`config.mk`:
```
export PLATFORM = sky130hd
export DESIGN_NAME = aabb_pair_contact_flat
export DESIGN_NICKNAME = d
export VERILOG_FILES = /design/src/hw/rtl/apc_pkg.sv /design/src/hw/rtl/apc_in_if.sv /design/src/hw/rtl/apc_out_if.sv /design/src/hw/rtl/aabb_pair_contact.sv /design/src/flat_wrapper.sv
export SDC_FILE = /design/constraint.sdc
export NUM_CORES = 2
export LEC_CHECK = 0
export BUFFER_PORTS_ARGS = -buffer_cell sky130_fd_sc_hd__buf_2
export CORE_ASPECT_RATIO = 1.4
export CORE_UTILIZATION = 60
export CTS_CLUSTER_DIAMETER = 80
export DETAILED_ROUTE_END_ITERATION = 8
export MAX_ROUTING_LAYER = met4
export PLACE_DENSITY = 0.79
export SYNTH_ARGS = -nofsm -noshare
export SYNTH_HDL_FRONTEND = slang
export SYNTH_SLANG_ARGS = --single-unit
```
`constraint.sdc`:
```
create_clock -name clk -period 25.4 [get_ports clk]
set_input_delay 3.81 -clock clk [delete_from_list [all_inputs] [get_ports clk]]
set_output_delay 3.81 -clock clk [all_outputs]
set_load 0.02 [all_outputs]
```
`src/hw/rtl/apc_pkg.sv`:
```
// Shared widths, register indexes and codes for the box pair contact block.
`default_nettype none
package apc_pkg;

	localparam int COORD_WIDTH_DEF = 22;
	localparam int DEPTH_WIDTH     = 25;
	localparam int CONTACT_WIDTH   = 26;
	localparam int REG_IDX_WIDTH   = 3;

	typedef enum logic [REG_IDX_WIDTH-1:0] {
		REG_OWN_LOW_X  = 3'd0,
		REG_OWN_LOW_Y  = 3'd1,
		REG_OWN_LOW_Z  = 3'd2,
		REG_OWN_HIGH_X = 3'd3,
		REG_OWN_HIGH_Y = 3'd4,
		REG_OWN_HIGH_Z = 3'd5
	} cfg_reg_t;

	typedef enum logic [1:0] {
		AXIS_X = 2'd0,
		AXIS_Y = 2'd1,
		AXIS_Z = 2'd2
	} axis_t;

endpackage
`default_nettype wire

```
`src/hw/rtl/apc_in_if.sv`:
```
// Input channel: translations of both bodies and the other box bounds.
`default_nettype none
interface apc_in_if
	import apc_pkg::*;
	#(parameter int COORD_WIDTH = COORD_WIDTH_DEF);

	logic                          valid;
	logic                          ready;
	logic signed [COORD_WIDTH-1:0] own_shift_x;
	logic signed [COORD_WIDTH-1:0] own_shift_y;
	logic signed [COORD_WIDTH-1:0] own_shift_z;
	logic signed [COORD_WIDTH-1:0] peer_shift_x;
	logic signed [COORD_WIDTH-1:0] peer_shift_y;
	logic signed [COORD_WIDTH-1:0] peer_shift_z;
	logic signed [COORD_WIDTH-1:0] peer_low_x;
	logic signed [COORD_WIDTH-1:0] peer_low_y;
	logic signed [COORD_WIDTH-1:0] peer_low_z;
	logic signed [COORD_WIDTH-1:0] peer_high_x;
	logic signed [COORD_WIDTH-1:0] peer_high_y;
	logic signed [COORD_WIDTH-1:0] peer_high_z;

	modport source (
		output valid, own_shift_x, own_shift_y, own_shift_z,
		       peer_shift_x, peer_shift_y, peer_shift_z,
		       peer_low_x, peer_low_y, peer_low_z,
		       peer_high_x, peer_high_y, peer_high_z,
		input  ready
	);

	modport sink (
		input  valid, own_shift_x, own_shift_y, own_shift_z,
		       peer_shift_x, peer_shift_y, peer_shift_z,
		       peer_low_x, peer_low_y, peer_low_z,
		       peer_high_x, peer_high_y, peer_high_z,
		output ready
	);

endinterface
`default_nettype wire

```
`src/hw/rtl/apc_out_if.sv`:
```
// Output channel: hit flag, contact normal, depth and contact point.
`default_nettype none
interface apc_out_if
	import apc_pkg::*;
	();

	logic                            valid;
	logic                            ready;
	logic                            hit;
	logic [1:0]                      normal_axis;
	logic                            normal_negative;
	logic [DEPTH_WIDTH-1:0]          depth;
	logic signed [CONTACT_WIDTH-1:0] contact_x;
	logic signed [CONTACT_WIDTH-1:0] contact_y;
	logic signed [CONTACT_WIDTH-1:0] contact_z;

	modport source (
		output valid, hit, normal_axis, normal_negative, depth,
		       contact_x, contact_y, contact_z,
		input  ready
	);

	modport sink (
		input  valid, hit, normal_axis, normal_negative, depth,
		       contact_x, contact_y, contact_z,
		output ready
	);

endinterface
`default_nettype wire

```
`src/hw/rtl/aabb_pair_contact.sv`:
```
// An accepted pair moves from the input register into the result register.
// Throughput: one box pair per cycle unless the output stalls; the input and result
//   registers each hold one transaction and advance whenever the next stage frees.
// Every result costs one pass of add, compare and select logic between the two.
// Reset clears the valid flags of both stages and the own box bounds to zero.
`default_nettype none
module aabb_pair_contact
	import apc_pkg::*;
	#(parameter int COORD_WIDTH = COORD_WIDTH_DEF)
	(
	input  wire logic                     clk,
	input  wire logic                     arst_n,
	input  wire logic                     cfg_wr_en,
	input  wire logic [REG_IDX_WIDTH-1:0] cfg_index,
	input  wire logic [COORD_WIDTH-1:0]   cfg_data,
	apc_in_if.sink                        pair,
	apc_out_if.source                     contact
	);

	// Doubled centres, extents, differences and overlaps grow by up to four bits.
	localparam int IW = COORD_WIDTH + 6;
	localparam int EW = (IW > CONTACT_WIDTH) ? IW : CONTACT_WIDTH;

	logic signed [COORD_WIDTH-1:0] own_low_q  [3];
	logic signed [COORD_WIDTH-1:0] own_high_q [3];

	logic signed [COORD_WIDTH-1:0] own_shift [3];
	logic signed [COORD_WIDTH-1:0] peer_shift[3];
	logic signed [COORD_WIDTH-1:0] peer_low  [3];
	logic signed [COORD_WIDTH-1:0] peer_high [3];

	logic signed [EW-1:0] c1_s1[3], e1_s1[3], c2_s1[3], e2_s1[3];
	logic                 valid_s1;
	logic                 ready_s1;

	logic signed [EW-1:0] d  [3];
	logic signed [EW-1:0] ad [3];
	logic signed [EW-1:0] ov [3];
	logic signed [EW-1:0] pt [3];
	logic                 hit_c;
	axis_t                axis_c;
	logic signed [EW-1:0] d_sel, ov_sel;

	logic                            valid_s2;
	logic                            ready_s2;
	logic                            hit_s2;
	axis_t                           axis_s2;
	logic                            neg_s2;
	logic [DEPTH_WIDTH-1:0]          depth_s2;
	logic signed [CONTACT_WIDTH-1:0] pt_s2[3];

	// Configuration registers; writes beyond the list are dropped.
	always_ff @(posedge clk or negedge arst_n) begin
		if (!arst_n) begin
			for (int a = 0; a < 3; a++) begin
				own_low_q[a]  <= '0;
				own_high_q[a] <= '0;
			end
		end else if (cfg_wr_en) begin
			case (cfg_reg_t'(cfg_index))
				REG_OWN_LOW_X:  own_low_q[0]  <= cfg_data;
				REG_OWN_LOW_Y:  own_low_q[1]  <= cfg_data;
				REG_OWN_LOW_Z:  own_low_q[2]  <= cfg_data;
				REG_OWN_HIGH_X: own_high_q[0] <= cfg_data;
				REG_OWN_HIGH_Y: own_high_q[1] <= cfg_data;
				REG_OWN_HIGH_Z: own_high_q[2] <= cfg_data;
				default: ;
			endcase
		end
	end

	assign own_shift[0]  = pair.own_shift_x;
	assign own_shift[1]  = pair.own_shift_y;
	assign own_shift[2]  = pair.own_shift_z;
	assign peer_shift[0] = pair.peer_shift_x;
	assign peer_shift[1] = pair.peer_shift_y;
	assign peer_shift[2] = pair.peer_shift_z;
	assign peer_low[0]   = pair.peer_low_x;
	assign peer_low[1]   = pair.peer_low_y;
	assign peer_low[2]   = pair.peer_low_z;
	assign peer_high[0]  = pair.peer_high_x;
	assign peer_high[1]  = pair.peer_high_y;
	assign peer_high[2]  = pair.peer_high_z;

	assign ready_s2   = !valid_s2 || contact.ready;
	assign ready_s1   = !valid_s1 || ready_s2;
	assign pair.ready = ready_s1;

	// Input stage: doubled centres and extents of both boxes.
	always_ff @(posedge clk or negedge arst_n) begin
		if (!arst_n) begin
			valid_s1 <= 1'b0;
		end else if (ready_s1) begin
			valid_s1 <= pair.valid;
		end
	end

	always_ff @(posedge clk) begin
		if (pair.valid && ready_s1) begin
			for (int a = 0; a < 3; a++) begin
				c1_s1[a] <= EW'(own_high_q[a]) + EW'(own_low_q[a])
				            + (EW'(own_shift[a]) <<< 1);
				e1_s1[a] <= EW'(own_high_q[a]) - EW'(own_low_q[a]);
				c2_s1[a] <= EW'(peer_high[a]) + EW'(peer_low[a])
				            + (EW'(peer_shift[a]) <<< 1);
				e2_s1[a] <= EW'(peer_high[a]) - EW'(peer_low[a]);
			end
		end
	end

	// Overlap per axis, least-overlap axis and contact point.
	always_comb begin
		hit_c = 1'b1;
		for (int a = 0; a < 3; a++) begin
			d[a]  = c2_s1[a] - c1_s1[a];
			ad[a] = d[a][EW-1] ? -d[a] : d[a];
			ov[a] = e1_s1[a] + e2_s1[a] - ad[a];
			if (ov[a] <= 0) hit_c = 1'b0;
			if (d[a] > 0)
				pt[a] = c1_s1[a] + e1_s1[a] - ov[a];
			else if (d[a] < 0)
				pt[a] = c1_s1[a] - e1_s1[a] + ov[a];
			else
				pt[a] = c1_s1[a];
		end
		// x only when strictly least; z wins a tie with y
		if (ov[0] < ov[1] && ov[0] < ov[2])
			axis_c = AXIS_X;
		else if (ov[1] < ov[2])
			axis_c = AXIS_Y;
		else
			axis_c = AXIS_Z;
		case (axis_c)
			AXIS_X:  begin d_sel = d[0]; ov_sel = ov[0]; end
			AXIS_Y:  begin d_sel = d[1]; ov_sel = ov[1]; end
			default: begin d_sel = d[2]; ov_sel = ov[2]; end
		endcase
	end

	always_ff @(posedge clk or negedge arst_n) begin
		if (!arst_n) begin
			valid_s2 <= 1'b0;
		end else if (ready_s2) begin
			valid_s2 <= valid_s1;
		end
	end

	always_ff @(posedge clk) begin
		if (valid_s1 && ready_s2) begin
			hit_s2 <= hit_c;
			if (hit_c) begin
				axis_s2  <= axis_c;
				neg_s2   <= !(d_sel > 0);
				depth_s2 <= ov_sel[DEPTH_WIDTH-1:0];
				for (int a = 0; a < 3; a++)
					pt_s2[a] <= pt[a][CONTACT_WIDTH-1:0];
			end else begin
				axis_s2  <= AXIS_X;
				neg_s2   <= 1'b0;
				depth_s2 <= '0;
				for (int a = 0; a < 3; a++)
					pt_s2[a] <= '0;
			end
		end
	end

	assign contact.valid           = valid_s2;
	assign contact.hit             = hit_s2;
	assign contact.normal_axis     = axis_s2;
	assign contact.normal_negative = neg_s2;
	assign contact.depth           = depth_s2;
	assign contact.contact_x       = pt_s2[0];
	assign contact.contact_y       = pt_s2[1];
	assign contact.contact_z       = pt_s2[2];

endmodule
`default_nettype wire
```
`src/flat_wrapper.sv`:
```
// flat-port wrapper written by rule: the top's interface ports become plain ports
module aabb_pair_contact_flat import apc_pkg::*;
#(parameter int COORD_WIDTH = COORD_WIDTH_DEF)
  (clk, arst_n, cfg_wr_en, cfg_index, cfg_data, pair_valid, pair_own_shift_x, pair_own_shift_y, pair_own_shift_z, pair_peer_shift_x, pair_peer_shift_y, pair_peer_shift_z, pair_peer_low_x, pair_peer_low_y, pair_peer_low_z, pair_peer_high_x, pair_peer_high_y, pair_peer_high_z, pair_ready, contact_valid, contact_hit, contact_normal_axis, contact_normal_negative, contact_depth, contact_contact_x, contact_contact_y, contact_contact_z, contact_ready);
  apc_in_if #(.COORD_WIDTH(COORD_WIDTH)) pair_i ();
  apc_out_if contact_i ();
  input  wire logic clk;
  input  wire logic arst_n;
  input  wire logic cfg_wr_en;
  input  wire logic [REG_IDX_WIDTH-1:0] cfg_index;
  input  wire logic [COORD_WIDTH-1:0] cfg_data;
  input wire logic [$bits(pair_i.valid)-1:0] pair_valid;
  input wire logic [$bits(pair_i.own_shift_x)-1:0] pair_own_shift_x;
  input wire logic [$bits(pair_i.own_shift_y)-1:0] pair_own_shift_y;
  input wire logic [$bits(pair_i.own_shift_z)-1:0] pair_own_shift_z;
  input wire logic [$bits(pair_i.peer_shift_x)-1:0] pair_peer_shift_x;
  input wire logic [$bits(pair_i.peer_shift_y)-1:0] pair_peer_shift_y;
  input wire logic [$bits(pair_i.peer_shift_z)-1:0] pair_peer_shift_z;
  input wire logic [$bits(pair_i.peer_low_x)-1:0] pair_peer_low_x;
  input wire logic [$bits(pair_i.peer_low_y)-1:0] pair_peer_low_y;
  input wire logic [$bits(pair_i.peer_low_z)-1:0] pair_peer_low_z;
  input wire logic [$bits(pair_i.peer_high_x)-1:0] pair_peer_high_x;
  input wire logic [$bits(pair_i.peer_high_y)-1:0] pair_peer_high_y;
  input wire logic [$bits(pair_i.peer_high_z)-1:0] pair_peer_high_z;
  output wire logic [$bits(pair_i.ready)-1:0] pair_ready;
  output wire logic [$bits(contact_i.valid)-1:0] contact_valid;
  output wire logic [$bits(contact_i.hit)-1:0] contact_hit;
  output wire logic [$bits(contact_i.normal_axis)-1:0] contact_normal_axis;
  output wire logic [$bits(contact_i.normal_negative)-1:0] contact_normal_negative;
  output wire logic [$bits(contact_i.depth)-1:0] contact_depth;
  output wire logic [$bits(contact_i.contact_x)-1:0] contact_contact_x;
  output wire logic [$bits(contact_i.contact_y)-1:0] contact_contact_y;
  output wire logic [$bits(contact_i.contact_z)-1:0] contact_contact_z;
  input wire logic [$bits(contact_i.ready)-1:0] contact_ready;
  assign pair_i.valid = pair_valid;
  assign pair_i.own_shift_x = pair_own_shift_x;
  assign pair_i.own_shift_y = pair_own_shift_y;
  assign pair_i.own_shift_z = pair_own_shift_z;
  assign pair_i.peer_shift_x = pair_peer_shift_x;
  assign pair_i.peer_shift_y = pair_peer_shift_y;
  assign pair_i.peer_shift_z = pair_peer_shift_z;
  assign pair_i.peer_low_x = pair_peer_low_x;
  assign pair_i.peer_low_y = pair_peer_low_y;
  assign pair_i.peer_low_z = pair_peer_low_z;
  assign pair_i.peer_high_x = pair_peer_high_x;
  assign pair_i.peer_high_y = pair_peer_high_y;
  assign pair_i.peer_high_z = pair_peer_high_z;
  assign pair_ready = pair_i.ready;
  assign contact_valid = contact_i.valid;
  assign contact_hit = contact_i.hit;
  assign contact_normal_axis = contact_i.normal_axis;
  assign contact_normal_negative = contact_i.normal_negative;
  assign contact_depth = contact_i.depth;
  assign contact_contact_x = contact_i.contact_x;
  assign contact_contact_y = contact_i.contact_y;
  assign contact_contact_z = contact_i.contact_z;
  assign contact_i.ready = contact_ready;
  aabb_pair_contact #(.COORD_WIDTH(COORD_WIDTH)) u_core (.clk(clk), .arst_n(arst_n), .cfg_wr_en(cfg_wr_en), .cfg_index(cfg_index), .cfg_data(cfg_data), .pair(pair_i), .contact(contact_i));
endmodule
```
==> run_results.csv <==
group,metric,value,unit
worst_setup_path,r2r-start,"u_core.c1_s1[0][57]",
die,die_h,364,um
run_status,run_status,"finished clean",
drt,wl,171000,um
die,start_util,60.6,%
sta,finalCritPeriodShare,42.5,%
clock_tree,ctsHoldBuffers,0,
sta,min_period,10.81,ns
worst_setup_path,required,25.76,ns
synth,synth_seq_cells,517,
worst_setup_path,critPathBufInv,3,
synth,synth.top_cell.area_share,20.5,%
job,drv_cap,0,
sta,setup-violations-final,0,
die,die_x,260,um
worst_setup_path,crit_slowest_cell,"a2111oi_0",
synth,synth.avg_cell_area,9.55,um2
clock_tree,cts_setup_buffers,0,
hold_path,holdPathStages,1,
worst_setup_path,worst-path-max-fanout,31,
drt,drtPass1Iterations,8,
sta,whs,0.489,ns
worst_setup_path,crit_path_frequent_cell,"a21oi_1",
worst_setup_path,max_stage_delay,0.67,ns
worst_setup_path,endpoint_kind,"flop",
die,pin_count,403,
synth,synthCells,5873,
worst_setup_path,critPathKind,"reg2reg",
worst_setup_path,cp-start-kind,"flop",
sta,setup_tns,0,ns
grt,first_global_vias,46500,
worst_setup_path,reg2reg_slack,14.59,ns
synth,ys_seq_area_share,26.5,%
clock_tree,clk_pin_slew_worst_paths,0.06,ns
grt,antenna_found_initial,6,
sta,fin_skew,0.0470,ns
grt,grtUsageTotal,37.1,%
grt,overflow,0,
synth,async_reset_ff_share,25.9,%
clock_tree,clk_latency,0.68,ns
worst_setup_path,r2r-end,"u_core.pt_s2[0][74]",
clock_tree,ctsResizeCount,0,
worst_setup_path,crit_end,"u_core.pt_s2[0][74]",
drt,ant_nets,0,
placement,post-place-ws,14.89,ns
sta,finalHoldViolations,0,
drt,wl_per_cell,22.6,um
die,dieArea,0.0947,mm2
placement,hpwl,140000,um
clock_tree,cts-root-buf,"clkbuf_16",
sta,slew_violations,0,
die,core_area,0.0925,mm2
sta,worst_slew_pin_slew,1.27,ns
placement,port_buffers,402,
die,row_count,132,
synth,yosysTopAreaCell,"edfxtp_1",
grt,grt_pass1_wl,260000,um
sta,timing.slew.headroom,12.9,%
clock_tree,cts_buffers,57,
drt,vias,46600,
worst_setup_path,cp_top_family,"compound AO/OA/AOI/OAI gates",
drt,drc,0,
synth,yosysWarnings,0,
finish,drive_above_1_share,11.8,%
finish,final_nets,7632,
worst_setup_path,reg2reg_depth,38,
sta,fin_ws,14.59,ns
synth,synth_commonest_cells,"ha_1 (658), inv_1 (588), nor2_1 (490)",
synth,synth_edf_count,383,
synth,synth_flop_cell,"edfxtp_1",
synth,synthTopCellsByArea,"edfxtp_1 (21%), ha_1 (15%), fa_1 (13%)",
hold_path,hold_path.class,"reg2reg",
placement,gp_congestion,1.03,
clock_tree,cts_tree,"yes",
grt,grt_max_degree,158,
clock_tree,cts.sinks,517,
worst_setup_path,arrival,11.17,ns
synth,yosysMostFrequentCell,"ha_1",
synth,synth_cell_types,116,
finish,syn_to_final_growth,9.97,%
worst_setup_path,startpoint,"u_core.c1_s1[0][57]",
clock_tree,htree_levels,2,
drt,dr.first_iter.drc_count,3862,
clock_tree,clk_path_buf_depth,3,
drt,vias_per_cell,6.16,
synth,syn-cell-area,0.0561,mm2
worst_setup_path,path_depth,38,
sta,rsz0062_at_grt,"no",
sta,fmax,92.5,MHz
-- per-layer routing --
layer | up-vias | GRT usage [%] | share of wire [%]
met1 | 22600 | 43.8 | 38
met2 | 1943 | 60.7 | 47
li1 | 21700 | - | -
met5 | - | - | 0
met3 | 465 | 4.23 | 7.0
met4 | 0 | 22.6 | 7.3
-- sequential cells by signal, summed over array words and instances (netlist names), 2 cells and up --
| name | flops |
|---|---|
| u_core.contact.depth | 25 |
| u_core.pt_s2 | 78 |
| u_core.e2_s1 | 66 |
| u_core.e1_s1 | 69 |
| u_core.c2_s1 | 72 |
| u_core.contact.normal_axis | 2 |
| u_core.own_low_q | 66 |
| u_core.c1_s1 | 69 |
| u_core.own_high_q | 66 |
-- final cells by class --
class | instances | area [um2]
repair buffers | 459 | 2460
fillers | 7442 | 30800
well taps | 1206 | 1510
clock inverters | 34 | 377
flip-flops and latches | 517 | 14900
inverters | 591 | 2220
diodes | 3 | 7.51
clock buffers | 73 | 1570
multi-input cells | 4688 | 38700
-- layout by cell type (no fill, tap or decap), drive strengths merged, types with 109 or more instances in the layout --
| master | synthesis | routed |
|---|---|---|
| a21o | 121 | 121 |
| a21oi | 383 | 383 |
| buf | 29 | 459 |
| dfrtp | 134 | 134 |
| edfxtp | 383 | 383 |
| fa | 366 | 366 |
| ha | 658 | 658 |
| inv | 590 | 595 |
| nand2 | 365 | 365 |
| nand3 | 109 | 109 |
| nor2 | 492 | 492 |
| nor3 | 166 | 166 |
| o21ai | 347 | 347 |
| xnor2 | 376 | 376 |
| xor2 | 161 | 161 |
-- per-stage QoR --
stage	cell area (um2)	utilization, %	std cells
after global routing	61700	66.7	7571
after floorplan	56100	-	5883
final	61700	66.7	7571
after global placement	59700	64.6	7461
after detailed placement	59700	64.6	7461
after CTS	61700	66.7	7568
-- cells by family after synthesis --
| kind of cell | after synthesis | synth area share (%) |
|---|---|---|
| other | 2 | 0.0134 |
| buffers and inverters | 678 | 4.74 |
| XOR/XNOR | 537 | 8.40 |
| flip-flops | 517 | 26.5 |
| AND/OR/NAND/NOR | 1538 | 13.1 |
| multiplexers | 119 | 2.29 |
| adder cells (fa/ha/maj) | 1032 | 27.9 |
| AO/OA/AOI/OAI | 1450 | 17.0 |
-- how the worst min path moves through the flow --
stage                     slack, ns             from              endpoint
after global routing           0.52  u_core.valid_s1  u_core.contact.valid
after CTS                      0.49  u_core.valid_s1  u_core.contact.valid
final                          0.49  u_core.valid_s1  u_core.contact.valid
after detailed placement       0.48  u_core.valid_s1  u_core.contact.valid
after global placement         0.47  u_core.valid_s1  u_core.contact.valid
after floorplan                0.45  u_core.valid_s1  u_core.contact.valid
Power is not shown: default switching activity piles up to over one toggle a cycle in this logic, so the estimate is an artifact.
